===== src/sv/code_line_table_decoder_macros.svh =====
// assertion macros shared by the line table decoder rtl
`ifndef CODE_LINE_TABLE_DECODER_MACROS_SVH
`define CODE_LINE_TABLE_DECODER_MACROS_SVH

// same-cycle implication, checked outside reset
`define CLTD_ASSERT_NOW(label, clk, rst_n, ante, cons, msg) \
  label: assert property (@(posedge clk) disable iff (!rst_n) (ante) |-> (cons)) \
    else $error(msg);

// next-cycle implication, checked outside reset
`define CLTD_ASSERT_NEXT(label, clk, rst_n, ante, cons, msg) \
  label: assert property (@(posedge clk) disable iff (!rst_n) (ante) |=> (cons)) \
    else $error(msg);

`endif


===== src/sv/cltd_pkg.sv =====
// shared types and codes of the line table decoder
`default_nettype none

package cltd_pkg;

  // table layouts selected by the format register
  localparam logic [1:0] FMT_COMPACT  = 2'd0;
  localparam logic [1:0] FMT_PAIRED   = 2'd1;
  localparam logic [1:0] FMT_LEGACY   = 2'd2;
  localparam logic [1:0] FMT_RESERVED = 2'd3;

  // configuration register indexes
  localparam logic [1:0] REG_FORMAT     = 2'd0;
  localparam logic [1:0] REG_QUERY      = 2'd1;
  localparam logic [1:0] REG_FIRST_LINE = 2'd2;

  localparam logic [30:0] FIRST_LINE_RESET = 31'd1;

  typedef enum logic [3:0] {
    PH_START        = 4'd0,
    PH_FIRST        = 4'd1,
    PH_LONG_LINE    = 4'd2,
    PH_LONG_ENDLINE = 4'd3,
    PH_LONG_COL     = 4'd4,
    PH_LONG_ENDCOL  = 4'd5,
    PH_NOCOL_LINE   = 4'd6,
    PH_OL_COL       = 4'd7,
    PH_OL_ENDCOL    = 4'd8,
    PH_SHORT2       = 4'd9,
    PH_PAIR_SECOND  = 4'd10
  } phase_e;

  typedef struct packed {
    logic [1:0]  fmt;
    logic [31:0] query;
    logic [30:0] first_line;
  } cfg_t;

  typedef struct packed {
    phase_e      phase;
    logic [31:0] start_ofs;
    logic [31:0] end_ofs;
    logic [3:0]  kind;
    logic [31:0] line;
    logic [31:0] end_line;
    logic [31:0] col;
    logic [31:0] end_col;
    logic [31:0] acc;
    logic [4:0]  shift;
    logic        done;
  } state_t;

  typedef struct packed {
    logic               found;
    logic signed [31:0] line_start;
    logic signed [31:0] line_end;
    logic signed [31:0] column_start;
    logic signed [31:0] column_end;
  } result_t;

endpackage

`default_nettype wire


===== src/sv/cltd_step.sv =====
// next-state and result logic for one table byte
`default_nettype none

module cltd_step (
  input  cltd_pkg::cfg_t    cfg_i,
  input  cltd_pkg::state_t  state_i,
  input  logic [7:0]        byte_i,
  input  logic              last_i,
  output cltd_pkg::state_t  state_o,
  output logic              emit_o,
  output cltd_pkg::result_t result_o
);
  import cltd_pkg::*;

  localparam logic [3:0] KIND_NONE  = 4'd15;
  localparam logic [3:0] KIND_LONG  = 4'd14;
  localparam logic [3:0] KIND_NOCOL = 4'd13;
  localparam logic [3:0] KIND_ONE   = 4'd10;
  localparam logic [4:0] SHIFT_MAX  = 5'd30;
  localparam logic [4:0] SHIFT_SAT  = 5'd31;
  localparam logic [7:0] NO_LINE    = 8'h80;

  function automatic logic [31:0] sat_add(input logic [31:0] a, input logic [31:0] b);
    logic [32:0] sum;
    sum = {1'b0, a} + {1'b0, b};
    return sum[32] ? 32'hFFFF_FFFF : sum[31:0];
  endfunction

  function automatic logic [31:0] sign8(input logic [7:0] b);
    return {{24{b[7]}}, b};
  endfunction

  function automatic logic [31:0] zigzag(input logic [31:0] v);
    logic [31:0] mag;
    mag = {1'b0, v[31:1]};
    return v[0] ? (32'd0 - mag) : mag;
  endfunction

  always_comb begin
    state_t      s;
    logic        emit;
    logic        found;
    logic        cmpl;
    logic [1:0]  fmt;
    logic [31:0] acc_n;
    logic [5:0]  shift_sum;

    s         = state_i;
    emit      = 1'b0;
    found     = 1'b1;
    cmpl      = 1'b0;
    acc_n     = 32'd0;
    shift_sum = 6'd0;
    fmt       = (cfg_i.fmt == FMT_RESERVED) ? FMT_LEGACY : cfg_i.fmt;

    if (state_i.done) begin
      // swallow the tail of an answered table
      if (last_i) begin
        s.phase = PH_START;
        s.done  = 1'b0;
      end
    end else begin
      if (s.phase == PH_START) begin
        s.line      = {1'b0, cfg_i.first_line};
        s.end_line  = 32'd0;
        s.col       = 32'd0;
        s.end_col   = 32'd0;
        s.start_ofs = 32'd0;
        s.end_ofs   = 32'd0;
        s.phase     = PH_FIRST;
      end

      unique case (fmt)
        FMT_COMPACT: begin
          if (s.phase > PH_SHORT2) begin
            s.phase = PH_FIRST;
          end
          unique case (s.phase)
            PH_FIRST: begin
              s.kind    = byte_i[6:3];
              s.end_ofs = sat_add(s.start_ofs, {29'd0, byte_i[2:0]} + 32'd1);
              s.acc     = 32'd0;
              s.shift   = 5'd0;
              if (s.kind == KIND_NONE) begin
                cmpl = 1'b1;
              end else if (s.kind == KIND_LONG) begin
                s.phase = PH_LONG_LINE;
              end else if (s.kind == KIND_NOCOL) begin
                s.phase = PH_NOCOL_LINE;
              end else if (s.kind >= KIND_ONE) begin
                s.line     = s.line + {28'd0, s.kind - KIND_ONE};
                s.end_line = s.line;
                s.phase    = PH_OL_COL;
              end else begin
                s.phase = PH_SHORT2;
              end
            end
            PH_OL_COL: begin
              s.col   = {24'd0, byte_i};
              s.phase = PH_OL_ENDCOL;
            end
            PH_OL_ENDCOL: begin
              s.end_col = {24'd0, byte_i};
              cmpl      = 1'b1;
            end
            PH_SHORT2: begin
              // bit 7 of the second byte is ignored
              s.col      = {25'd0, s.kind, byte_i[6:4]};
              s.end_col  = s.col + {28'd0, byte_i[3:0]};
              s.end_line = s.line;
              cmpl       = 1'b1;
            end
            default: begin
              // 6-bit varint digits, bits past 31 dropped
              acc_n = s.acc;
              if (s.shift <= SHIFT_MAX) begin
                acc_n = s.acc | ({26'd0, byte_i[5:0]} << s.shift);
              end
              s.acc = acc_n;
              if (byte_i[6]) begin
                shift_sum = {1'b0, s.shift} + 6'd6;
                s.shift   = (shift_sum > {1'b0, SHIFT_MAX}) ? SHIFT_SAT : shift_sum[4:0];
              end else begin
                s.acc   = 32'd0;
                s.shift = 5'd0;
                unique case (s.phase)
                  PH_LONG_LINE: begin
                    s.line  = s.line + zigzag(acc_n);
                    s.phase = PH_LONG_ENDLINE;
                  end
                  PH_LONG_ENDLINE: begin
                    s.end_line = s.line + acc_n;
                    s.phase    = PH_LONG_COL;
                  end
                  PH_LONG_COL: begin
                    s.col   = acc_n - 32'd1;
                    s.phase = PH_LONG_ENDCOL;
                  end
                  PH_LONG_ENDCOL: begin
                    s.end_col = acc_n - 32'd1;
                    cmpl      = 1'b1;
                  end
                  default: begin
                    // no-column entry
                    s.line     = s.line + zigzag(acc_n);
                    s.end_line = s.line;
                    s.col      = 32'hFFFF_FFFF;
                    s.end_col  = 32'hFFFF_FFFF;
                    cmpl       = 1'b1;
                  end
                endcase
              end
            end
          endcase
          if (cmpl) begin
            s.phase = PH_FIRST;
            if (s.start_ofs <= cfg_i.query && cfg_i.query < s.end_ofs) begin
              emit = 1'b1;
            end
            s.start_ofs = s.end_ofs;
          end
          if (!emit && last_i) begin
            emit  = 1'b1;
            found = 1'b0;
          end
        end
        FMT_PAIRED: begin
          if (s.phase != PH_PAIR_SECOND) begin
            s.start_ofs = sat_add(s.start_ofs, {24'd0, byte_i});
            s.phase     = PH_PAIR_SECOND;
          end else begin
            if (byte_i != NO_LINE) begin
              s.line = s.line + sign8(byte_i);
            end
            s.phase = PH_FIRST;
            if ({1'b0, s.start_ofs} > {cfg_i.query, 1'b0}) begin
              emit = 1'b1;
            end
          end
          if (last_i) begin
            emit = 1'b1;
          end
        end
        default: begin
          // legacy pairs: offset checked before the line delta
          if (s.phase != PH_PAIR_SECOND) begin
            s.start_ofs = sat_add(s.start_ofs, {24'd0, byte_i});
            if (s.start_ofs > cfg_i.query) begin
              emit = 1'b1;
            end else begin
              s.phase = PH_PAIR_SECOND;
            end
          end else begin
            s.line  = s.line + sign8(byte_i);
            s.phase = PH_FIRST;
          end
          if (last_i) begin
            emit = 1'b1;
          end
        end
      endcase

      if (emit) begin
        if (last_i) begin
          s.phase = PH_START;
          s.done  = 1'b0;
        end else begin
          s.done = 1'b1;
        end
      end
    end

    result_o.found = found;
    if (!found) begin
      result_o.line_start   = 32'sd0;
      result_o.line_end     = 32'sd0;
      result_o.column_start = 32'sd0;
      result_o.column_end   = 32'sd0;
    end else if (fmt == FMT_COMPACT) begin
      result_o.line_start   = s.line;
      result_o.line_end     = s.end_line;
      result_o.column_start = s.col;
      result_o.column_end   = s.end_col;
    end else begin
      result_o.line_start   = s.line;
      result_o.line_end     = s.line;
      result_o.column_start = 32'sd0;
      result_o.column_end   = 32'sd0;
    end

    state_o = s;
    emit_o  = emit;
  end

endmodule

`default_nettype wire


===== src/sv/code_line_table_decoder.sv =====
// line table decoder: one table byte per transaction, at most one location per table
// a byte is held in the input register, then its result goes to the output register
// throughput: one byte per cycle unless the output stalls; the decode of a byte is one
//   pass of logic between the input register and the parser state / result register
// reset clears the handshake, parser phase and config (format 0, query 0, first line 1)
// a format write re-arms the parser and drops any partly read table
`default_nettype none
`include "code_line_table_decoder_macros.svh"

module code_line_table_decoder (
  input  logic               clk_i,
  input  logic               rst_ni,
  // configuration write port
  input  logic               cfg_we_i,
  input  logic [1:0]         cfg_index_i,
  input  logic [31:0]        cfg_data_i,
  // table byte channel
  input  logic               in_valid_i,
  output logic               in_ready_o,
  input  logic [7:0]         table_byte_i,
  input  logic               table_last_i,
  // location result channel
  output logic               out_valid_o,
  input  logic               out_ready_i,
  output logic               found_o,
  output logic signed [31:0] line_start_o,
  output logic signed [31:0] line_end_o,
  output logic signed [31:0] column_start_o,
  output logic signed [31:0] column_end_o
);
  import cltd_pkg::*;

  // configuration registers
  cfg_t cfg_q;

  // input register holding one byte transaction
  logic       in_valid_q;
  logic [7:0] in_byte_q;
  logic       in_last_q;

  // parser state and result register
  state_t  st_q, st_d;
  logic    out_valid_q;
  result_t res_q, res_d;

  logic step_emit;
  logic go;

  // the held byte is decoded once the result register has room for a possible result
  assign go         = in_valid_q && (!out_valid_q || out_ready_i);
  assign in_ready_o = !in_valid_q || go;

  cltd_step u_step (
    .cfg_i    (cfg_q),
    .state_i  (st_q),
    .byte_i   (in_byte_q),
    .last_i   (in_last_q),
    .state_o  (st_d),
    .emit_o   (step_emit),
    .result_o (res_d)
  );

  // control and parser state
  always_ff @(posedge clk_i or negedge rst_ni) begin
    if (!rst_ni) begin
      cfg_q.fmt        <= FMT_COMPACT;
      cfg_q.query      <= 32'd0;
      cfg_q.first_line <= FIRST_LINE_RESET;
      in_valid_q       <= 1'b0;
      out_valid_q      <= 1'b0;
      st_q             <= '0;
    end else begin
      if (cfg_we_i) begin
        unique case (cfg_index_i)
          REG_FORMAT:     cfg_q.fmt        <= cfg_data_i[1:0];
          REG_QUERY:      cfg_q.query      <= cfg_data_i;
          REG_FIRST_LINE: cfg_q.first_line <= cfg_data_i[30:0];
          default: ;
        endcase
      end

      // format change abandons the table in progress
      priority if (cfg_we_i && cfg_index_i == REG_FORMAT) begin
        st_q.phase <= PH_START;
        st_q.done  <= 1'b0;
      end else if (go) begin
        st_q <= st_d;
      end else begin
        st_q <= st_q;
      end

      if (in_valid_i && in_ready_o) begin
        in_valid_q <= 1'b1;
      end else if (go) begin
        in_valid_q <= 1'b0;
      end

      if (go && step_emit) begin
        out_valid_q <= 1'b1;
      end else if (out_ready_i) begin
        out_valid_q <= 1'b0;
      end
    end
  end

  // payload registers
  always_ff @(posedge clk_i) begin
    if (in_valid_i && in_ready_o) begin
      in_byte_q <= table_byte_i;
      in_last_q <= table_last_i;
    end
    if (go && step_emit) begin
      res_q <= res_d;
    end
  end

  assign out_valid_o    = out_valid_q;
  assign found_o        = res_q.found;
  assign line_start_o   = res_q.line_start;
  assign line_end_o     = res_q.line_end;
  assign column_start_o = res_q.column_start;
  assign column_end_o   = res_q.column_end;

  // a table that already gave its answer yields nothing more
  `CLTD_ASSERT_NOW(a_no_emit_when_done, clk_i, rst_ni, in_valid_q && st_q.done,
    !step_emit, "result from a swallowed byte")
  // only the compact layout can report a miss
  `CLTD_ASSERT_NOW(a_miss_compact_only, clk_i, rst_ni, go && step_emit && !res_d.found,
    cfg_q.fmt == FMT_COMPACT, "miss reported outside compact format")
  // a held byte is never dropped while the output is blocked
  `CLTD_ASSERT_NEXT(a_hold_input, clk_i, rst_ni, in_valid_q && !go,
    in_valid_q, "held table byte lost")
  // the last byte of a table always re-arms the parser
  `CLTD_ASSERT_NEXT(a_last_rearms, clk_i, rst_ni, go && in_last_q,
    st_q.phase == PH_START && !st_q.done, "parser not re-armed after last byte")

endmodule

`default_nettype wire

===== config.mk =====
export PLATFORM = sky130hd
export DESIGN_NAME = code_line_table_decoder
export DESIGN_NICKNAME = d
export VERILOG_FILES = /design/src/sv/cltd_pkg.sv /design/src/sv/cltd_step.sv /design/src/sv/code_line_table_decoder.sv
export VERILOG_INCLUDE_DIRS = /design/src /design/src/sv
export SDC_FILE = /design/constraint.sdc
export NUM_CORES = 2
export LEC_CHECK = 0
export BUFFER_PORTS_ARGS = -buffer_cell sky130_fd_sc_hd__buf_2
export CAP_MARGIN = 20
export CORE_MARGIN = 2
export CORE_UTILIZATION = 43
export CTS_BUF_LIST = sky130_fd_sc_hd__clkbuf_8
export CTS_CLUSTER_DIAMETER = 120
export DETAILED_ROUTE_END_ITERATION = 8
export PLACE_DENSITY_LB_ADDON = 0.2
export SETUP_SLACK_MARGIN = 0.3
export SLEW_MARGIN = 5
export SYNTH_ARGS = -nofsm -noshare
export SYNTH_HDL_FRONTEND = slang
export SYNTH_SLANG_ARGS = --single-unit
export TNS_END_PERCENT = 10

===== constraint.sdc =====
create_clock -name clk_i -period 15.8 [get_ports clk_i]
set_input_delay 1.58 -clock clk_i [delete_from_list [all_inputs] [get_ports clk_i]]
set_output_delay 1.58 -clock clk_i [all_outputs]
set_load 0.1 [all_outputs]

### After elaboration in Yosys (flattened, before gate mapping)

Cells that the tools add are included.

| storage, ports and cells | value |
|---|---|
| output and inout bits | 131 |
| flip-flop bits (word level) | 443 |
| bits of input ports | 48 |
| word-level logic and storage cells | 195 |

| operators by class | value |
|---|---|
| muxes and demuxes | 92 |
| $add $sub $neg | 12 |
| equality and inequality tests | 19 |
| shifts and indexed selects | 1 |
| order comparisons | 8 |
| bitwise gates (word level) | 4 |
| reductions and logical operators | 36 |

Operator list:

| operator | number |
|---|---|
| $mux 32 | 12 |
| $pmux 32 s2 | 5 |
| $pmux 32 s3 | 3 |
| $mux 128 | 2 |
| $mux 64 | 4 |
| $mux 238 | 1 |
| $mux 233 | 1 |
| $mux 36 | 5 |
| $mux 160 | 1 |
| $mux 68 | 2 |
| $mux 133 | 1 |
| $add 32x32->32 | 3 |
| $mux 96 | 1 |
| $pmux 37 s2 | 1 |
| $pmux 36 s2 | 1 |
| $mux 4 | 16 |
| $add 32x32->33 | 1 |
| $add 32x8->33 | 1 |
| $gt 32x33->1 | 1 |
| $add 32x4->32 | 1 |
| $gt 32x32->1 | 1 |
| $le 32x32->1 | 1 |
| $lt 32x32->1 | 1 |
| $or 32x32->32 | 1 |
| 40 further kinds | 105 |

### Longest topological paths before layout

| depth | value |
|---|---|
| word-level depth | 26 |
| depth in mapped cells | 33 |
| gate-level depth less buffers | 26 |

### By module

A second synthesis with hierarchy kept.

| unflattened totals | value |
|---|---|
| cell total of the unflattened synthesis | 4,574 |
| area total of the unflattened synthesis | 38,869.8 um^2 |

Modules (own cells, without submodules):

| module | seq. area each (um^2) | cells an instance | times used | area each (um^2) |
|---|---|---|---|---|
| cltd_step | 0.0 | 3,784 | 1 | 23,277.3 |
| code_line_table_decoder | 11,777.5 | 790 | 1 | 15,592.5 |

### Least setup slack after synthesis

Ideal clock, no wire load.

| timing path | value |
|---|---|
| kind | reg-to-reg |
| start point | reg st_q[236] in the netlist's numbering |
| end point | reg res_q, in the netlist column_end_o[0] (enable) |
| setup time | 619 ps |
| period minus slack after synthesis | 11,756 ps |
| arrival | 11,137 ps |
| data required time | 15,181 ps |
| setup slack | 4,044 ps |
| path buffers | 7 |
| stages on the path, launching flop included | 32 |
| cell sequence | dfrtp_1 buf_2 or4_1 buf_2 buf_6 clkbuf_1 clkbuf_1 nand2_1 inv_1 ha_1 inv_1 fa_1 maj3_1 a2111o_1 clkbuf_1 or3_1 buf_2 nand2_1 o22a_1 inv_1 ha_1 a21o_1 a21o_1 a21o_1 a21o_1 a21o_1 a21o_1 a211oi_1 o221ai_1 nor2_1 o41ai_1 nor2_1 |

| between the ends | value |
|---|---|
| longest elaborated chain between the ends | 24 |
| elaborated cells on any way between the ends | 51 |
| those cells by class | add/sub: 2; order compare: 5; eq/ne: 8; mux: 29; reduce/logical: 7 |

RTL lines:

| what | RTL line | text |
|---|---|---|
| start: declaration | code_line_table_decoder.sv:42 | `state_t st_q, st_d;` |
| start signal: assignment | code_line_table_decoder.sv:87 | `st_q <= st_d;` |
| start signal: assignment | code_line_table_decoder.sv:89 | `st_q <= st_q;` |
| $logic_not 4->1 | cltd_step.sv:63 | `if (s.phase == PH_START) begin` |
| $mux 68 * | cltd_step.sv:63 |  |
| $mux 68 * | cltd_step.sv:56 | `if (state_i.done) begin` |
| parallel branches: the longest is 17 deep, another holds $add 32x32->33 | n/a |  |
| $pmux 1 s2 * | cltd_step.sv:73 | `unique case (fmt)` |
| $mux 1 * (2 in series) | cltd_step.sv:56 |  |
| $logic_and 1x1->1 * | code_line_table_decoder.sv:112 | `if (go && step_emit) begin` |
| end signal: assignment | code_line_table_decoder.sv:113 | `res_q <= res_d;` |
| end: declaration | code_line_table_decoder.sv:44 | `result_t res_q, res_d;` |

Every way passes the cells marked *. The select of a mux whose other input is x is not followed.
A chain may end at the register's enable or synchronous reset.

### Worst setup path in the final report

| timing path | value |
|---|---|
| start point | reg st_q[235] in the netlist's numbering |
| end point | reg res_q, in the netlist column_start_o[14] (enable) |

Same word-level chain as after synthesis.

==> results.md <==
| Result | Value |
| --- | --- |
| Growth of design area from synthesis to finish | 10.5% |
| Insertion delay of the later-clocked pin in the worst-skew pair | 0.79 ns |
| Number of vias in the routed layout | 40900 |
| Syn_area_per_cell | 8.11 um^2 |
| Fraction of layout instances using a drive strength above 1 | 0.127 |
| Vertical die dimension | 304 um |
| Worst hold path class | reg -> reg |
| Post-synth ARST share | 0.688 |
| Starting density of the core | 0.432 |
| Dominant synthesized flop cell | dfrtp_1 |
| Port Buffer Count | 178 |
| Boundary Pins | 179 |
| Via count of the first global-routing pass | 37700 |
| Setup violations, final | 0 |
| Post-Synthesis Cells | 4772 |
| Start-to-end type of the worst setup path | reg -> reg |
| Startpoint kind of the worst setup timing path | register |
| Unrepaired setup endpoints after global routing | no |
| Slew at the pin closest to its max-slew limit | 1.26 ns |
| Die W | 304 um |
| Seq cells post-synth | 443 |
| Vias per Instance | 6.72 |
| Bufs on Longest Clock Path | 3 |
| Post-detailed-route count of antenna-violating nets | 0 |
| Clock tree from TritonCTS | built |
| Drc violations | 0 |
| Met1 layer usage reported by global route | 0.516 |
| Net count after synthesis | 5053 |
| Placeable Area | 89600 um^2 |
| Slowest stage cell, crit path | dfrtp_1 |
| Clock-pin transition on the worst setup and hold timing paths | 0.07 ns |
| Wire length of the first global-routing pass | 260 mm |
| Tmin final | 9.60 ns |
| Met2 track demand over resource | 0.543 |
| Weighted congestion at the end of routability-driven global placement | 1.04 |
| Buffers inserted by post-CTS timing repair | 0 |
| Biggest area consumer among synthesized cells | dfrtp_1 |
| Most used cells in the layout excluding fill and tap cells | 546 x nand2_1, 437 x a21oi_1, 428 x o21ai_0 |
| Largest net degree at the start of global routing | 116 |
| Buffer and inverter count on the worst path | 4 |
| GR Util met3 | 0.0926 |
| Clock tree root buffer cell | clkbuf_8 |
| Largest delay contributor family on the critical path | simple AND/OR/NAND/NOR gates |
| Biggest area contributors in the synthesized netlist | dfrtp_1 20%, edfxtp_1 11%, ha_1 7.3% |
| Post-route clock skew | 0.0745 ns |
| Die outline area | 92400 um^2 |
| Detail-routed net length per standard cell | 29.4 um |
| Largest driver fanout on the critical path | 71 |
| Final wirelength | 179 mm |
| Outcome | complete, no violations |
| Number of flops mapped to enable cells by yosys | 138 |
| Sort of element at the end of the critical path | register |
| Top-area cell type share of the netlist area | 0.197 |
| Depth of the CTS H-tree | 3 |
| Detailed Place HPWL | 130 mm |
| Post-layout nets | 5116 |
| Crit-path most repeated cell | a21o_1 |
| Stage delay of the slowest cell on the critical path | 0.97 ns |
| Maximum Capacitance Violations | 0 |
| TNS Setup | 0 ns |
| Number of endpoints with negative hold slack in the final report | 0 |
| Post-Synthesis Cell Area | 38700 um^2 |
| Yosys warns | 0 |
| Leading cell type in the layout, fill and taps excluded | nand2_1 |
| Layer with the highest usage after global routing | met2 |
| Antenna violations before repair | 12 |
| Required time at the worst-slack endpoint | 16.15 ns |
| Quantity of hold-fixing buffers added after cts | 0 |
| Slew headroom | 0.163 |
| Clock buffers created by TritonCTS | 86 |
| Number of distinct library cell variants in the gate-level netlist after synthesis | 105 |
| Initial drt markers | 6130 |
| Cell row count | 110 |
| GR Util All Layers | 0.374 |
| Maximum frequency from static timing analysis | 104 MHz |
| Number of iterations in the first detailed-routing pass | 6 |
| Grt total ovfl | 0 |
| Data arrival time of the critical path | 9.95 ns |
| Portion of the post-synthesis area used by sequential elements | 0.304 |
| Final count of pins violating max slew | 0 |
| # resized after CTS | 0 |
| Post-route fraction of the period consumed by the critical path | 0.608 |
| Clock net sink count | 443 |
-- cell families (layout without fill, tap and decap cells) --
kind of cell               count (synthesis)  in the layout  share of synthesized area
muxes                                    162            162                     0.0462
other                                      0              3                          0
adders and majority gates                249            249                     0.0807
buffers and inverters                    488            622                     0.0490
and+or+nand+nor                         1493           1493                      0.182
DFF                                      443            443                      0.304
AOI/OAI and AO/OA                       1703           1703                      0.285
xor gates and xnor gates                 234            234                     0.0530
-- layout make-up --
cell class	instances	area (um^2)
clock buffer	99	1360
timing repair buffer	292	1790
clock inverter	60	538
tap	1176	1470
antenna	3	7.51
sequential	443	11800
fill	8798	46900
inverter	171	643
multi-input combinational	3841	25100
-- worst paths after layout --
check,from,to,slack [ns],cells after the start
max,st_q[235],column_start_o[14],6.20,25
min,st_q[178],st_q[178],0.48,2
max reg2reg,st_q[235],column_start_o[14],6.20,25
min reg2reg,st_q[178],st_q[178],0.48,2
max in group asynchronous,rst_ni,st_q[0],12.63,3
min in group asynchronous,rst_ni,st_q[49],0.80,1
-- through the flow --
step | hold slack [ns] | cells | utilization | instance area [um^2] | setup WS (ns)
after floorplan | 0.445 | 4772 | - | 38700 | 4.04
after global placement | 0.463 | 5922 | 0.456 | 40800 | 6.69
after detailed placement | 0.472 | 5922 | 0.456 | 40800 | 6.50
after CTS | 0.484 | 6081 | 0.477 | 42700 | 6.40
after global routing | 0.495 | 6083 | 0.477 | 42700 | 5.94
final | 0.482 | 6085 | 0.477 | 42700 | 6.20
-- per-layer routing --
metal  wire length, um  vias up  share of wire
li1                  -    17900              -
met2             74100     2804           0.41
met5                66        -        0.00037
met4              9950       10          0.056
met3             22200      517           0.12
met1             72300    19700           0.40
-- tightest hold or removal path: cells and delay by family, from the launching register on --
family	cells	cell delay, ns
and+or+nand+nor	1	0.04
DFF	1	0.33
AOI/OAI and AO/OA	1	0.07
-- cells in the mapped netlist (all sizes together) (23+ instances only) --
cell type    n
nor2b       36
nor3        86
nand4       61
o21ai      436
and3        38
nor2       359
a31oi       94
a221oi      43
mux2        95
inv        163
or2         25
edfxtp     138
ha         227
o21bai      23
dfrtp      304
o22ai       41
or3         35
o31ai       25
nor4        29
o221ai      53
nand3      136
buf         72
xor2        43
nand2      549
a211oi      67
and2        35
nand2b      46
clkbuf     245
a21oi      440
o21a        36
xnor2      191
a21o       118
mux2i       64
o211ai      42
a22oi       42
-- state kept, by name, summed over array words and instances (netlist names), 8 cells and up --
name / cells
cfg_q: 65
column_end_o: 32
column_start_o: 32
in_byte_q: 8
line_end_o: 32
line_start_o: 32
st_q: 238
Power is not shown: default switching activity piles up to over one toggle a cycle in this logic, so the estimate is an artifact.
